## src/sv/asm_pkg.sv

```systemverilog
// Shared types and codes of the array set membership block.
package asm_pkg;

  // Request kinds carried on the input tuser.
  localparam logic [1:0] ACT_LOOKUP = 2'd0;
  localparam logic [1:0] ACT_INSERT = 2'd1;
  localparam logic [1:0] ACT_REMOVE = 2'd2;

  // Fixed field widths of the stream ports.
  localparam int unsigned ACTION_W  = 2;
  localparam int unsigned IN_VALUE_W = 32;
  localparam int unsigned COUNT_W   = 5;
  localparam int unsigned OUT_DATA_W = 8;

  typedef enum logic [2:0] {
    ST_IDLE,
    ST_SCAN,
    ST_FETCH,
    ST_UPDATE,
    ST_REPLY
  } state_t;

  // Commands from the controller to the datapath.
  typedef struct packed {
    logic accept;
    logic scan;
    logic fetch_last;
    logic update;
    logic reply;
  } cmd_t;

  // Status from the datapath to the controller.
  typedef struct packed {
    logic scan_done;
    logic hit;
    logic is_remove;
    logic out_free;
  } stat_t;

endpackage

```

## src/sv/array_set_membership.sv

```systemverilog
// Top level of the array set membership store: controller plus datapath.
//
//  channel   signals                      word contents (low bit up)
//  -------   --------------------------   -------------------------------------
//  request   s_axis_tvalid/tready/tdata   tdata: value[31:0]; tuser: action[1:0]
//  result    m_axis_tvalid/tready/tdata   tdata: found, count[4:0], status, 0
//
// One request at a time. From one accept to the next, the scan sets the
// time: one RAM read per entry through a single port, ending early on a hit.
// A remove that hits adds a fetch of the last entry, and the reply waits
// for the output to be free.
// Synchronous reset empties the set at once; entries are never cleared.
// A waiting result sits in the output register and holds the next reply
// back only while it stays untaken.
module array_set_membership #(
  parameter int unsigned DEPTH       = 16,
  parameter int unsigned VALUE_WIDTH = 32
) (
  input  logic                               clk,
  input  logic                               rst,
  input  logic                               s_axis_tvalid,
  output logic                               s_axis_tready,
  // tdata: value[31:0]
  input  logic [asm_pkg::IN_VALUE_W-1:0]     s_axis_tdata,
  // tuser: action[1:0]
  input  logic [asm_pkg::ACTION_W-1:0]       s_axis_tuser,
  output logic                               m_axis_tvalid,
  input  logic                               m_axis_tready,
  // tdata: found[0], count[5:1], status[6], zero pad[7]
  output logic [asm_pkg::OUT_DATA_W-1:0]     m_axis_tdata
);

  asm_pkg::cmd_t  cmd;
  asm_pkg::stat_t stat;

  // Sequence each request: accept, scan, optional fetch, update, reply.
  asm_ctrl u_ctrl (
    .clk      (clk),
    .rst      (rst),
    .in_valid (s_axis_tvalid),
    .in_ready (s_axis_tready),
    .stat     (stat),
    .cmd      (cmd)
  );

  // Hold the entries, the count and the result word.
  asm_dpath #(
    .DEPTH       (DEPTH),
    .VALUE_WIDTH (VALUE_WIDTH)
  ) u_dpath (
    .clk       (clk),
    .rst       (rst),
    .cmd       (cmd),
    .stat      (stat),
    .in_action (s_axis_tuser),
    .in_value  (s_axis_tdata),
    .out_valid (m_axis_tvalid),
    .out_ready (m_axis_tready),
    .out_data  (m_axis_tdata)
  );

  // Only one request in flight: accept drops ready for the next cycle.
  a_one_in_flight: assert property (@(posedge clk) disable iff (rst)
    (s_axis_tvalid && s_axis_tready) |=> !s_axis_tready)
    else $error("request accepted while another is in flight");

  // A reply never overwrites an untaken result.
  a_reply_free: assert property (@(posedge clk) disable iff (rst)
    cmd.reply |-> (!m_axis_tvalid || m_axis_tready))
    else $error("result register overwritten");

  // Fetch of the last entry always leads straight to the update.
  a_fetch_update: assert property (@(posedge clk) disable iff (rst)
    cmd.fetch_last |=> cmd.update)
    else $error("fetch not followed by update");

  // A dropped insert never reports the value as present.
  a_drop_not_found: assert property (@(posedge clk) disable iff (rst)
    (m_axis_tvalid && m_axis_tdata[6]) |-> !m_axis_tdata[0])
    else $error("dropped insert flagged as found");

endmodule

```

## src/sv/asm_ram.sv

```systemverilog
// Generic single-write, single-read RAM with registered read data.
module asm_ram #(
  parameter int unsigned WIDTH = 32,
  parameter int unsigned DEPTH = 16
) (
  input  logic                     clk,
  input  logic                     we,
  input  logic [$clog2(DEPTH)-1:0] waddr,
  input  logic [WIDTH-1:0]         wdata,
  input  logic [$clog2(DEPTH)-1:0] raddr,
  output logic [WIDTH-1:0]         rdata
);

  logic [WIDTH-1:0] mem [DEPTH];

  always_ff @(posedge clk) begin
    if (we) begin
      mem[waddr] <= wdata;
    end
    rdata <= mem[raddr];
  end

endmodule

```

## src/sv/asm_ctrl.sv

```systemverilog
// Controller state machine: sequences accept, scan, fetch, update and reply.
module asm_ctrl (
  input  logic           clk,
  input  logic           rst,
  input  logic           in_valid,
  output logic           in_ready,
  input  asm_pkg::stat_t stat,
  output asm_pkg::cmd_t  cmd
);

  asm_pkg::state_t state, state_next;

  always_ff @(posedge clk) begin
    if (rst) begin
      state <= asm_pkg::ST_IDLE;
    end else begin
      state <= state_next;
    end
  end

  always_comb begin
    state_next = state;
    unique case (state)
      asm_pkg::ST_IDLE: begin
        if (in_valid) state_next = asm_pkg::ST_SCAN;
      end
      asm_pkg::ST_SCAN: begin
        if (stat.scan_done) begin
          if (stat.hit && stat.is_remove) state_next = asm_pkg::ST_FETCH;
          else state_next = asm_pkg::ST_UPDATE;
        end
      end
      asm_pkg::ST_FETCH:  state_next = asm_pkg::ST_UPDATE;
      asm_pkg::ST_UPDATE: state_next = asm_pkg::ST_REPLY;
      asm_pkg::ST_REPLY: begin
        if (stat.out_free) state_next = asm_pkg::ST_IDLE;
      end
      default: state_next = asm_pkg::ST_IDLE;
    endcase
  end

  always_comb begin
    in_ready       = 1'b0;
    cmd            = '0;
    unique case (state)
      asm_pkg::ST_IDLE: begin
        in_ready   = 1'b1;
        cmd.accept = in_valid;
      end
      asm_pkg::ST_SCAN:   cmd.scan       = 1'b1;
      asm_pkg::ST_FETCH:  cmd.fetch_last = 1'b1;
      asm_pkg::ST_UPDATE: cmd.update     = 1'b1;
      asm_pkg::ST_REPLY:  cmd.reply      = stat.out_free;
      default: ;
    endcase
  end

endmodule

```

## src/sv/asm_dpath.sv

```systemverilog
// Datapath: entry RAM, scan pointer, compare stage, count and result register.
module asm_dpath #(
  parameter int unsigned DEPTH       = 16,
  parameter int unsigned VALUE_WIDTH = 32
) (
  input  logic                                clk,
  input  logic                                rst,
  input  asm_pkg::cmd_t                       cmd,
  output asm_pkg::stat_t                      stat,
  input  logic [asm_pkg::ACTION_W-1:0]        in_action,
  input  logic [asm_pkg::IN_VALUE_W-1:0]      in_value,
  output logic                                out_valid,
  input  logic                                out_ready,
  output logic [asm_pkg::OUT_DATA_W-1:0]      out_data
);

  localparam int unsigned SW = (VALUE_WIDTH < asm_pkg::IN_VALUE_W) ?
                               VALUE_WIDTH : asm_pkg::IN_VALUE_W;
  localparam int unsigned AW = $clog2(DEPTH);
  localparam int unsigned HW = $clog2(DEPTH + 1);

  logic [asm_pkg::ACTION_W-1:0] act;
  logic [SW-1:0]                val;
  logic [HW-1:0]                held;
  logic [HW-1:0]                rd_ptr;
  logic                         cmp_valid;
  logic [AW-1:0]                cmp_slot;
  logic                         found;
  logic [AW-1:0]                slot;
  logic                         full_flag;
  logic                         out_found;
  logic [asm_pkg::COUNT_W-1:0]  out_count;
  logic                         out_status;

  logic                         issue;
  logic                         hit;
  logic                         is_insert;
  logic                         is_remove;
  logic                         store_full;
  logic                         we;
  logic [AW-1:0]                waddr;
  logic [SW-1:0]                wdata;
  logic [AW-1:0]                raddr;
  logic [SW-1:0]                rdata;
  logic [HW-1:0]                held_last;
  logic [asm_pkg::COUNT_W-1:0]  count5;

  asm_ram #(
    .WIDTH (SW),
    .DEPTH (DEPTH)
  ) u_ram (
    .clk   (clk),
    .we    (we),
    .waddr (waddr),
    .wdata (wdata),
    .raddr (raddr),
    .rdata (rdata)
  );

  assign is_insert  = (act == asm_pkg::ACT_INSERT);
  assign is_remove  = (act == asm_pkg::ACT_REMOVE);
  assign store_full = (held == HW'(DEPTH));
  assign held_last  = held - HW'(1);

  // One read per scan cycle while unread entries remain; the compare acts on the registered read data.
  assign issue = cmd.scan && (rd_ptr != held);
  assign hit   = cmd.scan && cmp_valid && (rdata == val);
  assign raddr = cmd.fetch_last ? held_last[AW-1:0] : rd_ptr[AW-1:0];

  // Remove moves the last entry into the hole; insert appends.
  assign we    = cmd.update && ((is_remove && found) ||
                                (is_insert && !found && !store_full));
  assign waddr = is_remove ? slot : held[AW-1:0];
  assign wdata = is_remove ? rdata : val;

  generate
    if (HW >= asm_pkg::COUNT_W) begin : g_count_trunc
      assign count5 = held[asm_pkg::COUNT_W-1:0];
    end else begin : g_count_ext
      assign count5 = {{(asm_pkg::COUNT_W - HW){1'b0}}, held};
    end
  endgenerate

  assign stat.scan_done = hit || (cmd.scan && (rd_ptr == held) && !cmp_valid);
  assign stat.hit       = hit;
  assign stat.is_remove = is_remove;
  assign stat.out_free  = !out_valid || out_ready;

  always_ff @(posedge clk) begin
    if (rst) begin
      held      <= '0;
      cmp_valid <= 1'b0;
      out_valid <= 1'b0;
    end else begin
      if (cmd.accept) begin
        cmp_valid <= 1'b0;
      end else if (cmd.scan) begin
        cmp_valid <= issue;
      end
      if (cmd.update) begin
        if (is_remove && found) held <= held - HW'(1);
        else if (is_insert && !found && !store_full) held <= held + HW'(1);
      end
      if (cmd.reply) out_valid <= 1'b1;
      else if (out_ready) out_valid <= 1'b0;
    end
  end

  always_ff @(posedge clk) begin
    if (cmd.accept) begin
      act    <= in_action;
      val    <= in_value[SW-1:0];
      rd_ptr <= '0;
      found  <= 1'b0;
    end
    if (issue) begin
      rd_ptr   <= rd_ptr + HW'(1);
      cmp_slot <= rd_ptr[AW-1:0];
    end
    if (hit) begin
      found <= 1'b1;
      slot  <= cmp_slot;
    end
    if (cmd.update) begin
      full_flag <= is_insert && !found && store_full;
    end
    if (cmd.reply) begin
      out_found  <= found;
      out_count  <= count5;
      out_status <= full_flag;
    end
  end

  assign out_data = {1'b0, out_status, out_count, out_found};

endmodule
```

## config.mk

```make
export PLATFORM = sky130hd
export DESIGN_NAME = array_set_membership
export DESIGN_NICKNAME = d
export VERILOG_FILES = /design/src/sv/asm_pkg.sv /design/src/sv/array_set_membership.sv /design/src/sv/asm_ram.sv /design/src/sv/asm_ctrl.sv /design/src/sv/asm_dpath.sv
export SDC_FILE = /design/constraint.sdc
export NUM_CORES = 1
export LEC_CHECK = 0
export ABC_AREA = 1
export BUFFER_PORTS_ARGS = -buffer_cell sky130_fd_sc_hd__buf_2
export CAP_MARGIN = 20
export CELL_PAD_IN_SITES_DETAIL_PLACEMENT = 1
export CELL_PAD_IN_SITES_GLOBAL_PLACEMENT = 1
export CORE_UTILIZATION = 56
export CTS_CLUSTER_SIZE = 40
export DETAILED_ROUTE_END_ITERATION = 6
export PLACE_DENSITY_LB_ADDON = 0.1
export SLEW_MARGIN = 40
export SYNTH_ARGS = -nofsm -noshare
export SYNTH_HDL_FRONTEND = slang
export SYNTH_SLANG_ARGS = --single-unit
```

## constraint.sdc

```tcl
create_clock -name clk -period 10.05 [get_ports clk]
set_clock_uncertainty 0.15 [all_clocks]
set_input_delay 0.5025 -clock clk [delete_from_list [all_inputs] [get_ports clk]]
set_output_delay 0.5025 -clock clk [all_outputs]
set_load 0.005 [all_outputs]
```

==> impl_metrics.env, run 1 <==
export IMPL_place_gp_congestion=0.801
export IMPL_crit_buf_inv=4
export IMPL_syn_to_final_growth_pct=15.2
export IMPL_max_clock_freq_mhz=235
export IMPL_antennaDiodeCount=0
export IMPL_dpl_hpwl_mm=40.2
export IMPL_cp_start_kind="flop"
export IMPL_crit_family="buffers and inverters"
export IMPL_worst_slack_ns=5.79
export IMPL_die_w_microns=210
export IMPL_antenna_found_initial=0
export IMPL_firstDrtPassIters=7
export IMPL_dieArea_sq_um=44200
export IMPL_pin_count=48
export IMPL_ys_warn_count=0
export IMPL_clock_root_buffer="clkbuf_16"
export IMPL_nFillCells=3978
export IMPL_hold_class="in2reg"
export IMPL_nets=2037
export IMPL_finalMaxSlewViolations=0
export IMPL_cts_buffers=66
export IMPL_synthTopCellsByArea="edfxtp_1, o21ai_0, nor2_1, dfxtp_1, nand2_1"
export IMPL_holdWs_ns=0.0889
export IMPL_yosysTopAreaCell="edfxtp_1"
export IMPL_synth_cell_types=41
export IMPL_rsz0062_at_grt="false"
export IMPL_cp_slowest_cell="nor2_4"
export IMPL_initial_utilization_pct=57.4
export IMPL_synth_main_ff_cell="edfxtp_1"
export IMPL_rows=75
export IMPL_wirelength_mm=72.3
export IMPL_final_layout_size_suffix_gt1_share_pct=11.6
export IMPL_hold_viol=0
export IMPL_viasPerCell=6.28
export IMPL_drv_cap=0
export IMPL_clock_path_buffers=3
export IMPL_slew_headroom_pct=44.0
export IMPL_path_cells="inv_1 > nor2_4 > buf_4 > inv_2 > o21ai_0 > nand3_1 > nor2_4 > buf_4"
export IMPL_min_period_ns=4.26
export IMPL_synth_avg_cell_area_sq_um=12.8
export IMPL_leakage_uw=0.00964
export IMPL_synth_edf_count=567
export IMPL_synthArstFlopShare_pct=0
export IMPL_cp_max_fo=57
export IMPL_synthCells=1903
export IMPL_drc=0
export IMPL_die_y_microns=210
export IMPL_slowest_delay_ns=0.71
export IMPL_grt_max_degree=112
export IMPL_path_class="reg2reg"
export IMPL_cts_tree="done"
export IMPL_core_area_sq_um=42300
export IMPL_cts_htree_levels=3
export IMPL_post_synth_top_count_cell="edfxtp_1"
export IMPL_grt_pass1_wl_mm=107
export IMPL_fin_crit_sh_pct=42.4
export IMPL_grt_pass1_vias=17300
export IMPL_outcome="finished, final reports clean"
export IMPL_drtIter0Drc=1746
export IMPL_synthDominantCellAreaShare_pct=70.1
export IMPL_yosysSeqAreaShare_pct=73.7
export IMPL_critPathRequiredTime_ns=10.14
export IMPL_dr_total_vias=16500
export IMPL_grt_usage_pct=33.3
export IMPL_grt_ovfl_total=0
export IMPL_cts_resized=0
export IMPL_final_setup_tns_ns=0
export IMPL_netlist_area_sq_um=24300
export IMPL_clkSinkCount=610
export IMPL_io_buffers=46
export IMPL_clkTransAtPathRegs_ns=0.05
export IMPL_endpoint_kind="flop"
export IMPL_clkLatencyLatePin_ns=0.60
export IMPL_powerDensity_nw_per_um2=314
export IMPL_worst_pin_slew_ns=0.838
export IMPL_synth_seq_cells=610
export IMPL_pre_cts_ws_ns=5.09
export IMPL_ant_nets=0
export IMPL_setup_violations_final=0
export IMPL_routedWlPerCell_microns=27.6
export IMPL_syn_nets=1945
export IMPL_worstPathArrival_ns=4.36
export IMPL_synth_common_cells="edfxtp_1, nor2_1, o21ai_0"
export IMPL_cts_setup_buffers=0
export IMPL_holdBufCountCts=34
export IMPL_ir_drop_uv=225
==> worst paths after layout <==
kind	from	end	slack [ns]	cells past startpoint
worst max-delay path	u_dpath.act[1]$_DFFE_PP_	u_dpath.u_ram.mem[14][13]$_DFFE_PP_	5.79	8
worst min-delay path	m_axis_tready	u_dpath.out_valid$_SDFFE_PP0P_	0.09	4
worst max register to register	u_dpath.act[1]$_DFFE_PP_	u_dpath.u_ram.mem[14][13]$_DFFE_PP_	5.79	8
worst min register to register	u_dpath.full_flag$_DFFE_PP_	u_dpath.out_status$_DFFE_PP_	0.28	0
==> registers in the layout, indices dropped and copies added, names as in the netlist <==
signal and cells:
u_dpath.count5 5, u_dpath.out_found 1, u_ctrl.state 3, u_dpath.val 32, u_dpath.u_ram.rdata 32, u_dpath.slot 4
u_dpath.out_status 1, u_dpath.cmp_valid 1, u_dpath.act 2, u_dpath.cmp_slot 4, u_dpath.u_ram.mem 512, u_dpath.out_count 5
u_dpath.found 1, u_dpath.rd_ptr 5, u_dpath.out_valid 1, u_dpath.full_flag 1
==> kinds of logic after synthesis <==
kind of cell	share of synthesized area [%]
AOI/OAI and AO/OA	12.6
xor gates and xnor gates	0.794
adders and majority gates	0.206
buffers and inverters	3.88
DFF	73.7
other	0.0154
and+or+nand+nor	8.87
==> layout by cell type (no fill, tap or decap), types with 5 or more instances in the layout <==
cell | synthesis | final
edfxtp_1 | 567 | 567
nor2_1 | 280 | 263
o21ai_0 | 259 | 255
nand2_1 | 198 | 198
inv_1 | 92 | 92
o211ai_1 | 76 | 76
clkbuf_16 | 0 | 70
o21ai_1 | 57 | 58
o221ai_1 | 52 | 52
buf_2 | 73 | 46
dfxtp_1 | 43 | 43
buf_4 | 8 | 41
nand3_1 | 39 | 39
o22ai_1 | 38 | 38
dlygate4sd3_1 | 0 | 34
nor2_4 | 0 | 17
clkinv_2 | 0 | 17
xnor2_1 | 15 | 15
o21bai_1 | 10 | 10
clkinv_1 | 1 | 10
a21oi_1 | 9 | 9
clkbuf_1 | 26 | 9
nand4_1 | 8 | 8
buf_16 | 0 | 8
xor2_1 | 7 | 7
buf_8 | 0 | 6
nor3_1 | 5 | 5
bufinv_16 | 0 | 5
==> cell type report <==
class	instances	area, sq um	share of cell area, %
Timing Repair Buffer	139	1240	4.44
Multi-Input combinational cell	1080	5620	20.1
Tap cell	577	722	2.58
Sequential cell	610	17900	63.9
Clock inverter	35	304	1.09
Clock buffer	82	1830	6.53
Inverter	98	378	1.35
==> per-layer routing <==
| layer | vias to the layer above | part of all wire [%] | GRT usage (%) |
|---|---|---|---|
| met4 | 0 | 3.6 | 14.8 |
| met5 | - | 0 | 0 |
| met1 | 8447 | 40 | 43.2 |
| met2 | 694 | 50 | 55.5 |
| li1 | 7148 | - | - |
| met3 | 168 | 6.7 | 5.53 |
==> metrics by stage <==
stage	utilization, %	cell area, sq um	instances	power (uW)
detailed placement	60.2	25500	2469	6300
global route	66.1	28000	2621	9130
finish	66.1	28000	2621	8790
CTS	66.0	28000	2620	8770
global placement	59.5	25200	2456	6080
floorplan	-	24300	1903	5250
==> where the power goes <==
group	switching (uW)	internal (uW)	leakage [uW]
Clock	999	1420	0.00105
Combinational	2230	833	0.00309
Sequential	149	3160	0.00549
Total	3380	5410	0.00964
==> tightest hold or removal path, cell delays in order <==
cell and delay (ns):
buf_2 0.07, nor2_1 0.05, nor2_1 0.10, nor2_1 0.04
(Power assumes the default switching activity.)
==> run 2, diff against run 1 <==
--- a/config.mk
+++ b/config.mk
@@ -10,7 +10,7 @@
 export CAP_MARGIN = 20
 export CELL_PAD_IN_SITES_DETAIL_PLACEMENT = 1
 export CELL_PAD_IN_SITES_GLOBAL_PLACEMENT = 1
-export CORE_UTILIZATION = 56
+export CORE_UTILIZATION = 47
 export CTS_CLUSTER_SIZE = 40
 export DETAILED_ROUTE_END_ITERATION = 6
 export PLACE_DENSITY_LB_ADDON = 0.1
==> constraint.sdc (replaced) <==
create_clock -name clk -period 3.6 [get_ports clk]
set_clock_uncertainty 0.15 [all_clocks]
set_input_delay 0.18 -clock clk [delete_from_list [all_inputs] [get_ports clk]]
set_output_delay 0.18 -clock clk [all_outputs]
set_load 0.005 [all_outputs]
==> impl_metrics.env, run 2 (synthesized netlist as in run 1, its figures left out) <==
export IMPL_largest_reg_flops=512
export IMPL_clkSinkCount=610
export IMPL_slew_headroom_pct=45.1
export IMPL_grt_pass1_wl_mm=109
export IMPL_drv_cap=0
export IMPL_whs_endpoint="u_dpath.val[26]$_DFFE_PP_"
export IMPL_worst_pin_slew_ns=0.822
export IMPL_powerDensity_nw_per_um2=867
export IMPL_grt_pass1_vias=17000
export IMPL_final_common_cell="edfxtp_1"
export IMPL_cts_tree="done"
export IMPL_nFillCells=4991
export IMPL_rsz0062_at_grt="false"
export IMPL_grt_usage_pct=28.2
export IMPL_core_area_sq_um=50600
export IMPL_endpoint_kind="flop"
export IMPL_clkLatencyLatePin_ns=0.60
export IMPL_cts_buffers=66
export IMPL_clkTransAtPathRegs_ns=0.06
export IMPL_worstPathArrival_ns=3.31
export IMPL_largest_register="u_dpath.u_ram.mem"
export IMPL_min_period_ns=2.92
export IMPL_nets=2080
export IMPL_dpl_hpwl_mm=43.0
export IMPL_cts_resized=0
export IMPL_dr_total_vias=16300
export IMPL_pin_count=48
export IMPL_place_gp_congestion=0.841
export IMPL_clock_root_buffer="clkbuf_16"
export IMPL_antenna_found_initial=2
export IMPL_finalMaxSlewViolations=0
export IMPL_initial_utilization_pct=48.0
export IMPL_reg2reg_slack_ns=0.68
export IMPL_r2r_end="u_dpath.u_ram.rdata[1]$_DFF_P_"
export IMPL_ant_nets=0
export IMPL_hold_viol=0
export IMPL_top_regs="u_dpath.u_ram.mem x512, u_dpath.u_ram.rdata x32, u_dpath.val x32"
export IMPL_rows=82
export IMPL_holdWs_ns=0.146
export IMPL_viasPerCell=5.89
export IMPL_ir_drop_uv=536
export IMPL_drc=0
export IMPL_cts_setup_buffers=0
export IMPL_leakage_uw=0.00985
export IMPL_fin_crit_sh_pct=81.1
export IMPL_io_buffers=46
export IMPL_critPathRequiredTime_ns=3.99
export IMPL_worstHoldStart="s_axis_tdata[26]"
export IMPL_setup_violations_final=0
export IMPL_die_w_microns=229
export IMPL_final_cell_mix="edfxtp_1, nor2_1, o21ai_0"
export IMPL_place_area_sq_um=25900
export IMPL_die_y_microns=229
export IMPL_path_class="reg2reg"
export IMPL_worst_slack_ns=0.682
export IMPL_hold_path_depth=2
export IMPL_stdcell_area_sq_um=28500
export IMPL_pre_cts_ws_ns=0.612
export IMPL_firstDrtPassIters=5
export IMPL_startpoint="u_ctrl.state[1]$_SDFFE_PP0P_"
export IMPL_grt_max_degree=129
export IMPL_dieArea_sq_um=52600
export IMPL_routedWlPerCell_microns=26.4
export IMPL_cp_start_kind="flop"
export IMPL_holdBufCountCts=37
export IMPL_final_layout_size_suffix_gt1_share_pct=13.3
export IMPL_antennaDiodeCount=0
export IMPL_grt_ovfl_total=0
export IMPL_regToRegStartpoint="u_ctrl.state[1]$_SDFFE_PP0P_"
export IMPL_outcome="finished, final reports clean"
export IMPL_drtIter0Drc=1469
export IMPL_ff2ff_path_depth=9
export IMPL_cts_htree_levels=3
export IMPL_clock_path_buffers=3
export IMPL_wirelength_mm=72.8
export IMPL_hold_class="in2reg"
export IMPL_max_clock_freq_mhz=343
export IMPL_syn_to_final_growth_pct=17.2
export IMPL_utilization_pct=56.3
export IMPL_cp_max_fo=45
export IMPL_final_setup_tns_ns=0
-- run 2: worst max path at each step --
stage,endpoint,slack (ns),cells past startpoint
after floorplan,u_dpath.u_ram.mem[10][0]$_DFFE_PP_,0.23,7
after global placement,u_dpath.u_ram.mem[7][12]$_DFFE_PP_,0.61,9
after detailed placement,u_dpath.u_ram.mem[15][18]$_DFFE_PP_,0.61,10
after CTS,u_dpath.u_ram.mem[15][26]$_DFFE_PP_,0.57,10
after global routing,u_dpath.u_ram.rdata[9]$_DFF_P_,0.47,9
final,u_dpath.u_ram.rdata[1]$_DFF_P_,0.68,9
-- run 2: stage by stage --
step | power [uW] | cells
detailed placement | 18000 | 2604
floorplan | 14700 | 1903
global route | 25900 | 2762
global placement | 17700 | 2603
CTS | 24800 | 2761
finish | 24700 | 2762
-- run 2: layout make-up --
type                       count  area [sq um]  area share (%)
multi-input combinational   1080          5620            19.8
tap                          672           841            2.95
sequential                   610         17900            62.8
inverter                      98           374            1.31
timing repair buffer         182          1600            5.61
clock buffer                  89          1850            6.51
clock inverter                31           287            1.01
-- run 2: worst max-delay path: stages, from the launching register on --
cell	delay [ns]
dfxtp_1	0.47
nand3_4	0.26
nand2_1	0.21
o21ai_4	0.09
clkinv_2	0.37
buf_4	0.57
o21ai_0	0.23
o221ai_1	0.23
nand3_1	0.14
nand2_1	0.11
-- run 2: per-layer routing --
metal	part of all wire (%)	GRT usage (%)	routed length, microns	up-vias
met3	5.3	3.72	3840	93
met1	44	39.6	32200	8434
met2	49	46.3	35300	507
met5	0	0	0	-
li1	-	-	-	7235
met4	2.0	7.67	1440	0
-- run 2: where the power goes --
part / internal (uW) / total, uW / leakage, uW / switching (uW)
clock: 3980 / 6750 / 0.00106 / 2770
combinational: 2470 / 8670 / 0.00329 / 6190
sequential: 8830 / 9270 / 0.00549 / 439
total: 15300 / 24700 / 0.00985 / 9400
==> run 3, diff against run 2 <==
==> constraint.sdc (replaced) <==
create_clock -name clk -period 2.37 [get_ports clk]
set_clock_uncertainty 0.15 [all_clocks]
set_input_delay 0.1185 -clock clk [delete_from_list [all_inputs] [get_ports clk]]
set_output_delay 0.1185 -clock clk [all_outputs]
set_load 0.005 [all_outputs]
==> impl_metrics.env, run 3 (synthesized netlist as in run 1, its figures left out) <==
export IMPL_nets=2184
export IMPL_drv_cap=0
export IMPL_max_clock_freq_mhz=423
export IMPL_leakage_uw=0.0105
export IMPL_cp_max_fo=13
export IMPL_utilization_pct=59.1
export IMPL_dr_total_vias=16700
export IMPL_nFillCells=4956
export IMPL_slew_headroom_pct=44.3
export IMPL_die_y_microns=229
export IMPL_worstPathArrival_ns=2.72
export IMPL_path_cells="inv_2 > nand3_4 > o21ai_4 > buf_12 > inv_8 > buf_4 > nor2_1 > o22ai_2 > buf_4 > o211ai_1 > nand2_1"
export IMPL_clkTransAtPathRegs_ns=0.06
export IMPL_ir_drop_uv=693
export IMPL_setup_violations_final=0
export IMPL_endpoint_kind="flop"
export IMPL_rsz0062_at_grt="true"
export IMPL_hold_class="in2reg"
export IMPL_finalMaxSlewViolations=0
export IMPL_grt_max_degree=59
export IMPL_core_area_sq_um=50600
export IMPL_wl_met2_mm=36.6
export IMPL_worst_pin_slew_ns=0.826
export IMPL_die_w_microns=229
export IMPL_cp_slowest_cell="dfxtp_1"
export IMPL_min_period_ns=2.36
export IMPL_largest_register="u_dpath.u_ram.mem"
export IMPL_place_gp_congestion=0.852
export IMPL_path_class="reg2reg"
export IMPL_wl_met3_mm=4.96
export IMPL_io_buffers=46
export IMPL_reg2reg_slack_ns=0.008
export IMPL_clock_path_buffers=3
export IMPL_syn_to_final_growth_pct=23.1
export IMPL_regToRegStartpoint="u_ctrl.state[2]$_SDFFE_PP0P_"
export IMPL_dpl_hpwl_mm=47.4
export IMPL_stdcell_area_sq_um=29900
export IMPL_multi_input_area_sq_um=5790
export IMPL_rows=82
export IMPL_hold_path_depth=2
export IMPL_drc=0
export IMPL_cts_tree="done"
export IMPL_highest_layer="met5"
export IMPL_ant_nets=0
export IMPL_place_area_sq_um=27200
export IMPL_wirelength_mm=76.1
export IMPL_worstHoldStart="s_axis_tdata[28]"
export IMPL_ff2ff_path_depth=11
export IMPL_routedWlPerCell_microns=26.6
export IMPL_top_regs="u_dpath.u_ram.mem x512, u_dpath.u_ram.rdata x32, u_dpath.val x32"
export IMPL_wl_met1_mm=32.3
export IMPL_grt_pass1_wl_mm=111
export IMPL_viasPerCell=5.83
export IMPL_drtIter0Drc=1463
export IMPL_grt_usage_pct=28.8
export IMPL_clkSinkCount=610
export IMPL_dieArea_sq_um=52600
export IMPL_initial_utilization_pct=48.0
export IMPL_r2r_end="u_dpath.u_ram.rdata[9]$_DFF_P_"
export IMPL_antennaDiodeCount=0
export IMPL_final_layout_size_suffix_gt1_share_pct=18.6
export IMPL_crit_top_cell="buf_4"
export IMPL_final_seq_area_sq_um=17900
export IMPL_final_setup_tns_ns=0
export IMPL_clkLatencyLatePin_ns=0.63
export IMPL_powerDensity_nw_per_um2=1330
export IMPL_outcome="finished, final reports clean"
export IMPL_final_common_cell="edfxtp_1"
export IMPL_cts_htree_levels=2
export IMPL_cp_start_kind="flop"
export IMPL_largest_reg_flops=512
export IMPL_hold_viol=0
export IMPL_critPathRequiredTime_ns=2.73
export IMPL_grt_pass1_vias=17600
export IMPL_whs_endpoint="u_dpath.val[28]$_DFFE_PP_"
export IMPL_fin_crit_sh_pct=99.7
export IMPL_cts_buffers=61
export IMPL_final_cell_mix="edfxtp_1, nor2_1, o21ai_0"
export IMPL_clock_root_buffer="clkbuf_16"
export IMPL_grt_ovfl_total=0
export IMPL_pin_count=48
export IMPL_slowest_delay_ns=0.32
export IMPL_antenna_found_initial=3
export IMPL_firstDrtPassIters=5
[run 3: changes by cell type in the layout (fill, tap and decap cells not counted), sizes merged]
cell / change
buf: +105
clkbuf: -4
inv: -3
clkinv: +2
clkinvlp: +2
bufbuf: +1
bufinv: +1
[run 3: worst max-delay path by stage]
stage	slack, ns	cells past startpoint	start	endpoint
2_1_floorplan	0.009	7	u_dpath.act[0]$_DFFE_PP_	u_dpath.u_ram.mem[0][0]$_DFFE_PP_
3_3_place_gp	-0.15	6	u_dpath.val[14]$_DFFE_PP_	u_dpath.slot[3]$_DFFE_PP_
3_5_place_dp	-0.08	6	u_dpath.val[14]$_DFFE_PP_	u_dpath.slot[3]$_DFFE_PP_
4_1_cts	0.006	10	u_dpath.act[0]$_DFFE_PP_	u_dpath.u_ram.mem[9][13]$_DFFE_PP_
5_1_grt	-0.03	11	u_ctrl.state[2]$_SDFFE_PP0P_	u_dpath.u_ram.rdata[9]$_DFF_P_
6_report	0.008	11	u_ctrl.state[2]$_SDFFE_PP0P_	u_dpath.u_ram.rdata[9]$_DFF_P_
[run 3: cell type report]
| type | instances | share of cell area, % |
|---|---|---|
| flip-flops and latches | 610 | 59.9 |
| multi-input cells | 1080 | 19.4 |
| repair buffers | 291 | 9.86 |
| clock buffers | 82 | 5.74 |
| well taps | 672 | 2.81 |
| inverters | 98 | 1.29 |
| clock inverters | 33 | 1.05 |
[run 3: routing by layer]
layer,track usage (%),up-vias
li1,-,7452
met1,38.4,8567
met2,47.5,554
met3,5.78,121
met4,9.27,2
met5,0,-
[run 3: timing repair]
item,4_1_cts,5_1_grt
endpoints found under the setup margin,456,218
pin swaps,2,17
gates resized for setup,10,34
hold buffers,37,0
setup buffers,3,4
endpoints found under the hold margin,52,0
gates cloned,1,3
[run 3: worst max-delay path, delay by kind of cell (launching register included)]
kind                   cells  cell delay [ns]
buffers and inverters      5             0.73
DFF                        1             0.32
and+or+nand+nor            3             0.47
AOI/OAI and AO/OA          3             0.56
[run 3: stage by stage]
step	power [uW]	hold WS, ns	setup slack (ns)	instances
finish	39700	0.0483	0.00822	2866
global route	41500	0.0432	-0.0307	2866
CTS	39500	0.0256	0.00626	2859
detailed placement	29500	0.147	-0.0835	2703
global placement	29100	0.146	-0.148	2703
floorplan	22300	0.0674	0.00873	1903
[run 3: report_power, final]
group	internal [uW]	leakage, uW	switching (uW)	total (uW)
registers	13400	0.00550	666	14100
clock network	5700	0.000995	4090	9790
logic	5480	0.00402	10400	15800
total	24600	0.0105	15100	39700
